--- src/adnp_pkg.sv ---
// ----------------------------------------------------------------------------
// adnp_pkg
// Types and constants shared by the ASCII decimal number parser.
// ----------------------------------------------------------------------------
package adnp_pkg;

    localparam int PADDR_W = 3;

    localparam logic [7:0] CH_MINUS = 8'h2D;
    localparam logic [7:0] CH_POINT = 8'h2E;
    localparam logic [7:0] CH_ZERO  = 8'h30;
    localparam logic [7:0] CH_NINE  = 8'h39;
    localparam logic [5:0] FRAC_MAX = 6'd63;

    // word index of the configuration registers (paddr[2])
    localparam logic REG_PARSE_MODE = 1'b0;

    localparam logic MODE_UNSIGNED = 1'b0;
    localparam logic MODE_DECIMAL  = 1'b1;

    typedef struct packed {
        logic [7:0] char_code;
        logic       last_char;
    } char_item_t;

    typedef struct packed {
        logic [31:0] mantissa;
        logic        is_negative;
        logic [5:0]  fraction_digits;
        logic        overflowed;
    } parse_result_t;

    typedef struct packed {
        logic       sign_seen;
        logic       in_fraction;
        logic [5:0] fraction_count;
        logic       scan_stopped;
        logic       at_first_char;
        logic       saturated;
    } scan_state_t;

    localparam scan_state_t SCAN_STATE_RESET = '{
        sign_seen:      1'b0,
        in_fraction:    1'b0,
        fraction_count: 6'd0,
        scan_stopped:   1'b0,
        at_first_char:  1'b1,
        saturated:      1'b0
    };

endpackage

--- src/adnp_cfg_regs.sv ---
// ----------------------------------------------------------------------------
// adnp_cfg_regs
// APB-style register file holding the parse mode.
// ----------------------------------------------------------------------------
module adnp_cfg_regs
(
    input  logic                        clk,
    input  logic                        rst_n,
    input  logic                        psel,
    input  logic                        penable,
    input  logic                        pwrite,
    input  logic [adnp_pkg::PADDR_W-1:0] paddr,
    input  logic [31:0]                 pwdata,
    output logic [31:0]                 prdata,
    output logic                        pready,
    output logic                        parse_mode
);
    import adnp_pkg::*;

    logic parse_mode_reg;
    logic parse_mode_next;
    logic wr_en;

    assign pready = 1'b1;
    assign wr_en  = psel && penable && pwrite;

    always_comb
    begin
        parse_mode_next = parse_mode_reg;
        if (wr_en && paddr[2] == REG_PARSE_MODE)
        begin
            parse_mode_next = pwdata[0];
        end
    end

    always_ff @(posedge clk or negedge rst_n)
    begin
        if (!rst_n)
        begin
            parse_mode_reg <= MODE_DECIMAL;
        end
        else
        begin
            parse_mode_reg <= parse_mode_next;
        end
    end

    always_comb
    begin
        prdata = '0;
        unique case (paddr[2])
            REG_PARSE_MODE: prdata = {31'd0, parse_mode_reg};
            default:        prdata = '0;
        endcase
    end

    assign parse_mode = parse_mode_reg;

endmodule

--- src/adnp_digit_step.sv ---
// ----------------------------------------------------------------------------
// adnp_digit_step
// One character of scan: classify, accumulate value*10+digit with saturation.
// ----------------------------------------------------------------------------
module adnp_digit_step #(
    parameter int MANTISSA_BITS = 32
)
(
    input  adnp_pkg::char_item_t      item,
    input  logic                      parse_mode,
    input  adnp_pkg::scan_state_t     state,
    input  logic [MANTISSA_BITS-1:0]  acc,
    output adnp_pkg::scan_state_t     state_next,
    output logic [MANTISSA_BITS-1:0]  acc_next
);
    import adnp_pkg::*;

    localparam int WIDE_BITS = MANTISSA_BITS + 4;

    logic                 is_digit;
    logic [3:0]           digit;
    logic [WIDE_BITS-1:0] acc_wide;
    logic [WIDE_BITS-1:0] acc_times_ten;
    logic                 acc_ovf;

    assign is_digit = (item.char_code >= CH_ZERO) && (item.char_code <= CH_NINE);
    assign digit    = item.char_code[3:0];

    // x*10 + d as two shifts and two adds
    assign acc_wide      = WIDE_BITS'(acc);
    assign acc_times_ten = (acc_wide << 3) + (acc_wide << 1) + WIDE_BITS'(digit);
    assign acc_ovf       = |acc_times_ten[WIDE_BITS-1:MANTISSA_BITS];

    always_comb
    begin
        state_next               = state;
        acc_next                 = acc;
        state_next.at_first_char = 1'b0;
        if (!state.scan_stopped)
        begin
            if (is_digit)
            begin
                if (state.in_fraction)
                begin
                    if (state.fraction_count == FRAC_MAX)
                    begin
                        state_next.saturated = 1'b1;
                    end
                    else
                    begin
                        state_next.fraction_count = state.fraction_count + 6'd1;
                    end
                end
                if (acc_ovf)
                begin
                    acc_next             = '1;
                    state_next.saturated = 1'b1;
                end
                else
                begin
                    acc_next = acc_times_ten[MANTISSA_BITS-1:0];
                end
            end
            else if (parse_mode == MODE_DECIMAL && item.char_code == CH_MINUS &&
                     state.at_first_char)
            begin
                state_next.sign_seen = 1'b1;
            end
            else if (parse_mode == MODE_DECIMAL && item.char_code == CH_POINT)
            begin
                state_next.in_fraction = 1'b1;
            end
            else
            begin
                state_next.scan_stopped = 1'b1;
            end
        end
    end

endmodule

--- src/ascii_decimal_number_parser.sv ---
// ----------------------------------------------------------------------------
// ascii_decimal_number_parser
// Parses a stream of ASCII characters into a decimal mantissa, sign and
// fraction digit count, one result per buffer on its last character.
//
// The block takes one character per clock cycle while input ready is high. A
// character is held in an input register, scanned by a combinational
// shift-and-add step that closes the accumulator loop; a buffer's result is
// loaded from the input register's last character into the result register,
// which drives result valid. The result register lets the next buffer's
// characters keep flowing while a result waits; input ready drops only when
// a last character finds the result register still occupied.
// ----------------------------------------------------------------------------
module ascii_decimal_number_parser #(
    parameter int MANTISSA_BITS = 32
)
(
    input  logic                         clk,
    input  logic                         rst_n,

    input  logic                         char_valid,
    output logic                         char_ready,
    input  adnp_pkg::char_item_t         char_item,

    output logic                         result_valid,
    input  logic                         result_ready,
    output adnp_pkg::parse_result_t      result_item,

    input  logic                         psel,
    input  logic                         penable,
    input  logic                         pwrite,
    input  logic [adnp_pkg::PADDR_W-1:0] paddr,
    input  logic [31:0]                  pwdata,
    output logic [31:0]                  prdata,
    output logic                         pready
);
    import adnp_pkg::*;

    logic                     parse_mode;

    logic                     item_valid_reg;
    logic                     item_valid_next;
    char_item_t               item_reg;

    scan_state_t              state_reg;
    scan_state_t              state_next;
    scan_state_t              state_step;
    logic [MANTISSA_BITS-1:0] acc_reg;
    logic [MANTISSA_BITS-1:0] acc_next;
    logic [MANTISSA_BITS-1:0] acc_step;

    logic                     result_valid_reg;
    logic                     result_valid_next;
    parse_result_t            result_reg;

    logic                     advance;
    logic                     emit;

    adnp_cfg_regs u_cfg_regs (
        .clk        (clk),
        .rst_n      (rst_n),
        .psel       (psel),
        .penable    (penable),
        .pwrite     (pwrite),
        .paddr      (paddr),
        .pwdata     (pwdata),
        .prdata     (prdata),
        .pready     (pready),
        .parse_mode (parse_mode)
    );

    adnp_digit_step #(
        .MANTISSA_BITS (MANTISSA_BITS)
    ) u_digit_step (
        .item       (item_reg),
        .parse_mode (parse_mode),
        .state      (state_reg),
        .acc        (acc_reg),
        .state_next (state_step),
        .acc_next   (acc_step)
    );

    assign advance    = item_valid_reg &&
                        (!item_reg.last_char || !result_valid_reg || result_ready);
    assign emit       = advance && item_reg.last_char;
    assign char_ready = !item_valid_reg || advance;

    always_comb
    begin
        item_valid_next = item_valid_reg;
        if (char_ready)
        begin
            item_valid_next = char_valid;
        end

        result_valid_next = result_valid_reg;
        if (result_valid_reg && result_ready)
        begin
            result_valid_next = 1'b0;
        end
        if (emit)
        begin
            result_valid_next = 1'b1;
        end

        state_next = state_reg;
        acc_next   = acc_reg;
        if (advance)
        begin
            if (item_reg.last_char)
            begin
                state_next = SCAN_STATE_RESET;
                acc_next   = '0;
            end
            else
            begin
                state_next = state_step;
                acc_next   = acc_step;
            end
        end
    end

    always_ff @(posedge clk or negedge rst_n)
    begin
        if (!rst_n)
        begin
            item_valid_reg   <= 1'b0;
            result_valid_reg <= 1'b0;
            state_reg        <= SCAN_STATE_RESET;
            acc_reg          <= '0;
        end
        else
        begin
            item_valid_reg   <= item_valid_next;
            result_valid_reg <= result_valid_next;
            state_reg        <= state_next;
            acc_reg          <= acc_next;
        end
    end

    always_ff @(posedge clk)
    begin
        if (char_ready && char_valid)
        begin
            item_reg <= char_item;
        end
        if (emit)
        begin
            result_reg.mantissa        <= 32'(acc_step);
            result_reg.is_negative     <= state_step.sign_seen;
            result_reg.fraction_digits <= state_step.fraction_count;
            result_reg.overflowed      <= state_step.saturated;
        end
    end

    assign result_valid = result_valid_reg;
    assign result_item  = result_reg;

endmodule

--- config.mk ---
export PLATFORM = sky130hd
export DESIGN_NAME = ascii_decimal_number_parser
export DESIGN_NICKNAME = d
export VERILOG_FILES = /design/src/adnp_pkg.sv /design/src/adnp_cfg_regs.sv /design/src/adnp_digit_step.sv /design/src/ascii_decimal_number_parser.sv
export SDC_FILE = /design/constraint.sdc
export NUM_CORES = 1
export LEC_CHECK = 0
export BUFFER_PORTS_ARGS = -buffer_cell sky130_fd_sc_hd__clkbuf_2
export CAP_MARGIN = 20
export CORE_MARGIN = 3
export CORE_UTILIZATION = 45
export DETAILED_ROUTE_END_ITERATION = 12
export MAX_ROUTING_LAYER = met4
export PLACE_DENSITY = 0.7
export SETUP_SLACK_MARGIN = 0.02
export SLEW_MARGIN = 20
export SYNTH_ARGS = -nofsm -noshare
export SYNTH_HDL_FRONTEND = slang
export SYNTH_SLANG_ARGS = --single-unit
--- constraint.sdc ---
create_clock -name clk -period 3.8 [get_ports clk]
set_clock_uncertainty 0.2 [all_clocks]
set_input_delay 0.76 -clock clk [delete_from_list [all_inputs] [get_ports clk]]
set_output_delay 0.76 -clock clk [all_outputs]
set_load 0.005 [all_outputs]
[Word-level counts from Yosys, hierarchy flattened]
Index checks and enable logic that the tools add are counted.
Word-level totals
  register bits: 95
  bits of input ports: 51
  logic and storage cells: 73
Cells by class
  add/sub/neg operators: 3
  $lt $le $gt $ge: 2
  equal/unequal tests: 6
  mux-type cells: 24
  bitwise operators: 1
  reductions and logical operators: 21
Operator list (count)
  $mux W32: 4
  $add A35 B33 Y36: 1
  $add A36 B4 Y36: 1
  $mux W6: 3
  $eq A8 B6 Y1 const B: 2
  $mux W1: 14
  $logic_and A1 B1 Y1: 11
  $mux W11: 1
  $mux W9: 1
  $ge A8 B6 Y1 const B: 1
  $le A8 B6 Y1 const B: 1
  $add A6 B1 Y6 const B: 1
  $eq A6 B6 Y1 const B: 1
  $ne A2 B2 Y1 const B: 3
  $reduce_and A5 Y1: 1
  $reduce_bool A2 Y1: 2
  $reduce_or A4 Y1: 1
  $logic_not A1 Y1: 3
  $logic_or A1 B1 Y1: 3
  $mux W2: 1
  $not A1 Y1: 1

[Depth between registers and ports, before layout]
Gate-level depths: netlist of run 1.
  word-level depth: 7
  mapped depth: 14

[Hierarchy]
Synthesis of run 1 repeated with hierarchy kept, for this count alone.
Unflattened totals
  cells, all modules: 785
  area total of the unflattened synthesis: 7370.8 um^2
Modules (own cells, without submodules)
  ascii_decimal_number_parser: instances 1, cells an instance 302, area an instance 3986.3 um^2
  adnp_digit_step: instances 1, cells an instance 445, area an instance 3081.7 um^2
  adnp_cfg_regs: instances 1, cells an instance 38, area an instance 302.8 um^2

[Worst setup path after synthesis of run 1]
Ideal clock, no wire load.
  kind: flip-flop to flip-flop
  from: reg item_reg[4] in the netlist's numbering
  to: reg result_reg, in the netlist result_item[23], data pin
  data arrival time: 3547 ps
  data required time: 3344 ps
  slack: -203 ps
  cell stages (with the launch flop): 14
  buffers on the path: 1
  clock period less this slack: 4003 ps
  cell sequence: edfxtp_1 > fa_1 > inv_1 > fa_1 > nor2b_1 > o31a_1 > o32a_1 > a21oi_4 > nor4_1 > o221ai_1 > a211oi_4 > nand2_2 > buf_2 > o22a_1
On the way
  longest elaborated chain between the ends: 5
  elaborated cells between the ends (all ways): 8
RTL lines
  from (decl): RTL line ascii_decimal_number_parser.sv:43  | char_item_t item_reg;
  from (signal assigned): RTL line ascii_decimal_number_parser.sv:145  | item_reg <= char_item;
  $add A36 B4 Y36: RTL line adnp_digit_step.sv:31  | assign acc_times_ten = (acc_wide << 3) + (acc_wide << 1) + WIDE_BITS'(digit);
  $reduce_or A4 Y1: RTL line adnp_digit_step.sv:32  | assign acc_ovf = |acc_times_ten[WIDE_BITS-1:MANTISSA_BITS];
  $mux W32: RTL line adnp_digit_step.sv:54  | if (acc_ovf)
  $mux W32 (*): RTL line adnp_digit_step.sv:41  | if (is_digit)
  $mux W32 (*): RTL line adnp_digit_step.sv:39  | if (!state.scan_stopped)
  via acc_step[15]: RTL line ascii_decimal_number_parser.sv:50  | logic [MANTISSA_BITS-1:0] acc_step;
  to (decl): RTL line ascii_decimal_number_parser.sv:54  | parse_result_t result_reg;
The timed path passes the listed nets; every way through them passes the cells marked *.
A chain may end at the register's enable or synchronous reset.

[Worst setup path in the final report of run 1]
  from: reg acc_reg[0]
  to: reg acc_reg[8]
On the way
  longest elaborated chain between the ends: 7
RTL lines
  from (decl): RTL line ascii_decimal_number_parser.sv:48  | logic [MANTISSA_BITS-1:0] acc_reg;
  from (signal assigned): RTL line ascii_decimal_number_parser.sv:137  | acc_reg <= acc_next;
  $add A35 B33 Y36 (*): RTL line adnp_digit_step.sv:31
  $add A36 B4 Y36 (*): RTL line adnp_digit_step.sv:31
  $reduce_or A4 Y1: RTL line adnp_digit_step.sv:32
  $mux W32 (*): RTL line adnp_digit_step.sv:54
  $mux W32 (*): RTL line adnp_digit_step.sv:41
  $mux W32 (*): RTL line adnp_digit_step.sv:39
  $mux W32 (*): RTL line ascii_decimal_number_parser.sv:110  | if (item_reg.last_char)
Mark *: on every way between the ends. The rest lies on a longest branch, timed or not.

==> flow_summary.json, run 1 <==
{
  "outcome": "complete, but fails checks",
  "violations": "setup timing",
  "criticalPathCategory": "register to register",
  "synth-seq-area-share": 0.420,
  "report.final.slew_viol_count": 0,
  "synth.avg_cell_area_um2": 10.3,
  "end_kind": "register",
  "final_common_cell": "buf_4",
  "die_w_um": 124,
  "r2r_cells": 15,
  "ys_types": 60,
  "diodes": 0,
  "grt_pass1_vias": 5167,
  "vias": 5192,
  "seqCellArea_mm2": 0.00263,
  "powerDensity_mw_per_mm2": 290,
  "nets": 834,
  "yosys_warnings": 0,
  "synth_top_cell_area_share": 0.236,
  "period_needed_ns": 3.98,
  "cp.arrival_ns": 4.00,
  "dpl.hpwl_mm": 11.6,
  "ant_nets": 0,
  "finalHoldViolations": 0,
  "fin_ws_ns": -0.176,
  "synth_cells": 604,
  "grt_most_used_layer": "met2",
  "fin_area_mm2": 0.00764,
  "clkTransAtPathRegs_ns": 0.07,
  "setup_viol": 64,
  "synth.area.top_cells": "edfxtp_1, dfrtp_1, ha_1, a221o_1, buf_4",
  "root_buffer": "clkbuf_16",
  "start_util": 0.466,
  "critPathRequiredTime_ns": 3.83,
  "met3_usage": 0.0318,
  "path_max_fanout": 27,
  "rsz0062_at_grt": "true",
  "crit_path_start_kind": "register",
  "first_pass_iters": 5,
  "numCtsBuffers": 9,
  "synthFlopType": "edfxtp_1",
  "grt_max_degree": 41,
  "gp_congestion": 0.949,
  "synth_top_area_cell": "edfxtp_1",
  "cts_hold_buf": 0,
  "port_buffers": 60,
  "most-common-layout-cells": "buf_4, ha_1, clkbuf_2, edfxtp_1, a21oi_1",
  "antenna_found_initial": 0,
  "multiInputGateArea_mm2": 0.00349,
  "htree_num_levels": 3,
  "grt_util_all_layers": 0.221,
  "cts_buffer_depth": 2,
  "io_pins": 126,
  "gr-total-overflow": 0,
  "fill_cells": 1177,
  "detail_route.wl_per_cell_um": 18.0,
  "insertion_delay_ns": 0.36,
  "wl_mm": 16.1,
  "drt-vias-per-instance": 5.78,
  "place_ws_ns": -0.261,
  "gr-usage-met2": 0.355,
  "holdCritPathClass": "register to register",
  "synth_seq_cells": 95,
  "grt_pass1_wl_mm": 25.8,
  "synthArstFlopShare": 0.484,
  "drv_cap": 0,
  "coreArea_mm2": 0.0134,
  "drtIter0Drc": 306,
  "timing.fmax_mhz": 251,
  "cts_tree": "done",
  "post-route-period-util": 1.05,
  "max-slew-margin-rel": 0.405,
  "syn_to_final_growth_pct": 22.4,
  "post_dp_cell_area_mm2": 0.00713,
  "layout-drive-gt1-share": 0.255,
  "cts.sinks": 95,
  "grt_use_met1": 0.283,
  "ir_drop_v": 0.000247,
  "min_path_cells": 2,
  "die-area_mm2": 0.0153,
  "largest_reg_flops": 40,
  "cellLeakagePower_nw": 3.65,
  "fp.dieH_um": 124,
  "tightest_slew_ns": 0.892,
  "num_rows": 42,
  "synth_edf_count": 49,
  "drc": 0,
  "synth_area_mm2": 0.00624
}
==> synthesized netlist by cell type, types with 2 or more instances <==
master    number
a31oi_1        9
and3_1         3
a21oi_1       46
nand2b_1       4
nor3_1         7
o21ai_0       27
o21ai_1        5
a22o_1         3
nand4_1        9
nand3_1       16
xnor2_1       16
dfrtp_1       44
mux2_2         3
o21a_1         7
nand3b_1       2
fa_1           2
dfstp_2        2
inv_1         10
o211ai_1       5
ha_1          64
a21o_1        15
or3_1          2
clkbuf_1      24
nor2_1        38
buf_4         32
and2_1         3
nor4_1         6
buf_2          5
nand4b_1       2
nand2_1       42
o31ai_1        3
conb_1         2
a211oi_1       4
a221o_1       28
xor2_1        13
edfxtp_1      49
o22a_1        27
nor2b_1        3
==> final timing paths <==
check | startpoint | to | slack [ns]
min | state_reg[1] | state_reg[1] | 0.26
max reg2reg | acc_reg[0] | acc_reg[8] | -0.18
min in group asynchronous | rst_n | acc_reg[27] | 0.27
max in group asynchronous | rst_n | state_reg[1] | 2.29
max | acc_reg[0] | acc_reg[8] | -0.18
min reg2reg | state_reg[1] | state_reg[1] | 0.26
==> layer usage <==
metal  part of all wire  wire length (um)  vias to the layer above
met5                  0                 0                        -
met2               0.49              7850                      154
met3              0.041               665                       28
met4              0.023               364                        0
met1               0.45              7260                     2548
li1                   -                 -                     2462
==> repair_timing <==
action                     in CTS  in global routing
resized for setup              15                  2
setup endpoints to repair      64                 66
gates cloned                    0                  3
setup buffers                   5                  1
pin swaps                       4                 21
==> cells by family after synthesis <==
group	after synthesis	share of synthesized area
buf+inv	71	0.0629
mux	4	0.00701
other cells	2	0.00120
xor+xnor	29	0.0407
fa+ha+maj	66	0.135
compound gates	193	0.223
simple gates	144	0.111
flops	95	0.420
==> area by class of cell <==
cell class	count	share of cell area
multi-input cells	468	0.457
clock buffers	11	0.0318
clock inverters	5	0.00851
inverters	10	0.00491
repair buffers	133	0.126
flip-flops and latches	95	0.344
well taps	176	0.0288
==> where the power goes <==
part / total, mW / switching [mW] / internal, mW / leakage [nW]
registers: 1.14 / 0.0172 / 1.12 / 1.10
logic: 0.134 / 0.0836 / 0.0506 / 2.40
clock network: 0.940 / 0.404 / 0.535 / 0.151
==> worst max-delay path, stage by stage, from the launching register on <==
cell	delay, ns
dfrtp_1	0.43
fa_2	0.49
inv_2	0.07
fa_2	0.20
nor2b_2	0.05
o31a_1	0.30
o32a_1	0.39
a2111oi_4	0.36
o21ai_2	0.15
xnor2_2	0.17
a211oi_4	0.26
buf_12	0.16
buf_12	0.10
nor2_4	0.03
buf_12	0.16
a221o_1	0.29
==> through the flow <==
step / setup TNS (ns) / utilization / power (mW) / cells / hold slack, ns
after floorplan: 0 / - / 1.24 / 634 / 0.239
after global placement: -10.89 / 0.532 / 1.29 / 873 / 0.252
after detailed placement: -13.17 / 0.532 / 1.29 / 873 / 0.256
after CTS: -5.58 / 0.564 / 2.23 / 894 / 0.266
after global routing: -16.16 / 0.570 / 2.30 / 898 / 0.278
final: -8.33 / 0.570 / 2.21 / 898 / 0.264
No activity file was read; power rests on OpenSTA's default activity.
==> run 2: changes to the inputs <==
--- a/config.mk
+++ b/config.mk
@@ -10,8 +10,7 @@
 export CORE_MARGIN = 3
 export CORE_UTILIZATION = 45
 export DETAILED_ROUTE_END_ITERATION = 12
-export MAX_ROUTING_LAYER = met4
-export PLACE_DENSITY = 0.7
+export PLACE_DENSITY = 0.67
 export SETUP_SLACK_MARGIN = 0.02
 export SLEW_MARGIN = 20
 export SYNTH_ARGS = -nofsm -noshare
==> constraint.sdc (replaced) <==
create_clock -name clk -period 5.1 [get_ports clk]
set_clock_uncertainty 0.2 [all_clocks]
set_input_delay 1.02 -clock clk [delete_from_list [all_inputs] [get_ports clk]]
set_output_delay 1.02 -clock clk [all_outputs]
set_load 0.005 [all_outputs]
==> run 2 against run 1 <==
Effect of this change:
- the flow now finishes without violations
- non-clock buffer count down 66
- via count down 6.3%
- clock-buffer cell count up 1
- sequential power down 25%
- largest power group unchanged
==> flow_summary.json, run 2 (synthesis gave the netlist of run 1 again) <==
{
  "outcome": "finished clean",
  "cts_setup_buffers": 0,
  "start_util": 0.466,
  "insertion_delay_ns": 0.36,
  "drc": 0,
  "rsz0062_at_grt": "false",
  "drv_cap": 0,
  "timing.fmax_mhz": 220,
  "end_kind": "register",
  "cp_num_buf_inv": 1,
  "place_ws_ns": 0.553,
  "numCtsBuffers": 9,
  "die_w_um": 124,
  "drtIter0Drc": 295,
  "most-common-layout-cells": "ha_1, clkbuf_2, edfxtp_1, a21oi_1, dfrtp_1",
  "path_max_fanout": 27,
  "p_seq_frac": 0.526,
  "clkTransAtPathRegs_ns": 0.07,
  "detail_route.wl_per_cell_um": 17.4,
  "antenna_found_initial": 0,
  "drt-vias-per-instance": 5.85,
  "cts_buffer_depth": 2,
  "final.setup.tns_ns": 0,
  "dpl.hpwl_mm": 10.3,
  "cts_resized": 0,
  "grt_pass1_wl_mm": 23.2,
  "report.final.slew_viol_count": 0,
  "nets": 768,
  "crit_chain": "fa_1 -> inv_1 -> fa_1 -> nor2b_1 -> o31a_1 -> o32a_1 -> a21oi_4 -> nor4_1 -> o221ai_1 -> a211oi_4 -> nand2_2 -> o22a_1",
  "holdCritPathClass": "register to register",
  "htree_num_levels": 3,
  "crit_top_cell": "fa_1",
  "grt_pass1_vias": 4649,
  "coreArea_mm2": 0.0134,
  "wl_mm": 14.4,
  "cts.sinks": 95,
  "p_sw_mw": 0.372,
  "cts_tree": "done",
  "cts_hold_buf": 0,
  "num_rows": 42,
  "slowest_delay_ns": 0.59,
  "p_comb_frac": 0.055,
  "power.internal_mw": 1.25,
  "pwr-share-clk": 0.419,
  "first_pass_iters": 5,
  "gp_congestion": 0.930,
  "layout-drive-gt1-share": 0.149,
  "criticalPathCategory": "register to register",
  "vias": 4865,
  "grt_util_all_layers": 0.194,
  "fin_ws_ns": 0.547,
  "cellLeakagePower_nw": 3.23,
  "diodes": 0,
  "period_needed_ns": 4.55,
  "largest_reg_flops": 40,
  "final_common_cell": "ha_1",
  "ant_nets": 0,
  "tightest_slew_ns": 0.880,
  "setup_viol": 0,
  "powerDensity_mw_per_mm2": 235,
  "finalHoldViolations": 0,
  "syn_to_final_growth_pct": 10.3,
  "fp.dieH_um": 124,
  "max-slew-margin-rel": 0.413,
  "r2r_slack_ns": 0.55,
  "cp_slowest_cell": "fa_1",
  "grt_max_degree": 47,
  "post-route-period-util": 0.893,
  "root_buffer": "clkbuf_16",
  "netSwitchingFraction": 0.230,
  "critPathRequiredTime_ns": 5.00,
  "ir_drop_v": 0.000182,
  "gr-total-overflow": 0,
  "cp.arrival_ns": 4.45,
  "crit_family": "compound AO/OA/AOI/OAI gates",
  "crit_path_start_kind": "register",
  "io_pins": 126,
  "port_buffers": 60,
  "die-area_mm2": 0.0153
}
==> run 2: changes by cell type in the layout (fill, tap and decap cells not counted), moves of 4 or more <==
cell     before  now
a31oi_1       5    9
a31oi_2       4    0
buf_4        63    7
buf_12        5    0
==> run 2: final timing paths <==
| kind | from | end | cells after the start |
|---|---|---|---|
| worst min-delay path | state_reg[1] | state_reg[1] | 2 |
| worst max register to register | item_reg[4] | result_item[38] | 12 |
| min in group asynchronous | rst_n | acc_reg[29] | 2 |
| worst min register to register | state_reg[1] | state_reg[1] | 2 |
| max in group asynchronous | rst_n | result_valid | 2 |
| worst max-delay path | item_reg[4] | result_item[38] | 12 |
==> run 2: metal layers <==
layer / GRT usage / up-vias / wire (um) / part of all wire
li1: - / 2334 / - / -
met2: 0.315 / 145 / 6900 / 0.48
met4: 0.0692 / 0 / 296 / 0.020
met3: 0.0350 / 23 / 698 / 0.048
met5: 0 / - / 0 / 0
met1: 0.260 / 2363 / 6550 / 0.45
==> run 2: tightest hold or removal path: stages, from the launching register on <==
cell and delay [ns]:
dfstp_2 0.37, nand2_1 0.05, nand2_1 0.05
==> run 2: power by group through the flow <==
stage,Sequential (mW),Combinational [mW],Clock (mW)
floorplan,0.863,0.0613,0
detailed placement,0.865,0.0907,0
global placement,0.864,0.0883,0
CTS,0.850,0.0910,0.693
finish,0.850,0.0893,0.677
global route,0.852,0.101,0.717
==> run 2: layout make-up <==
cell class / instances / area, um2
multi-input cells: 468 / 3350
flip-flops and latches: 95 / 2630
clock inverters: 4 / 35.0
inverters: 10 / 37.5
repair buffers: 67 / 353
fillers: 1221 / 6510
clock buffers: 12 / 268
well taps: 176 / 220
==> run 2: stage by stage <==
step	util	hold slack, ns	instance area (um2)	std cells	total power, mW
finish	0.514	0.265	6890	832	1.62
global route	0.514	0.288	6890	832	1.67
CTS	0.514	0.267	6890	832	1.63
detailed placement	0.492	0.252	6590	816	0.956
global placement	0.492	0.254	6590	816	0.953
floorplan	-	0.239	6360	634	0.924
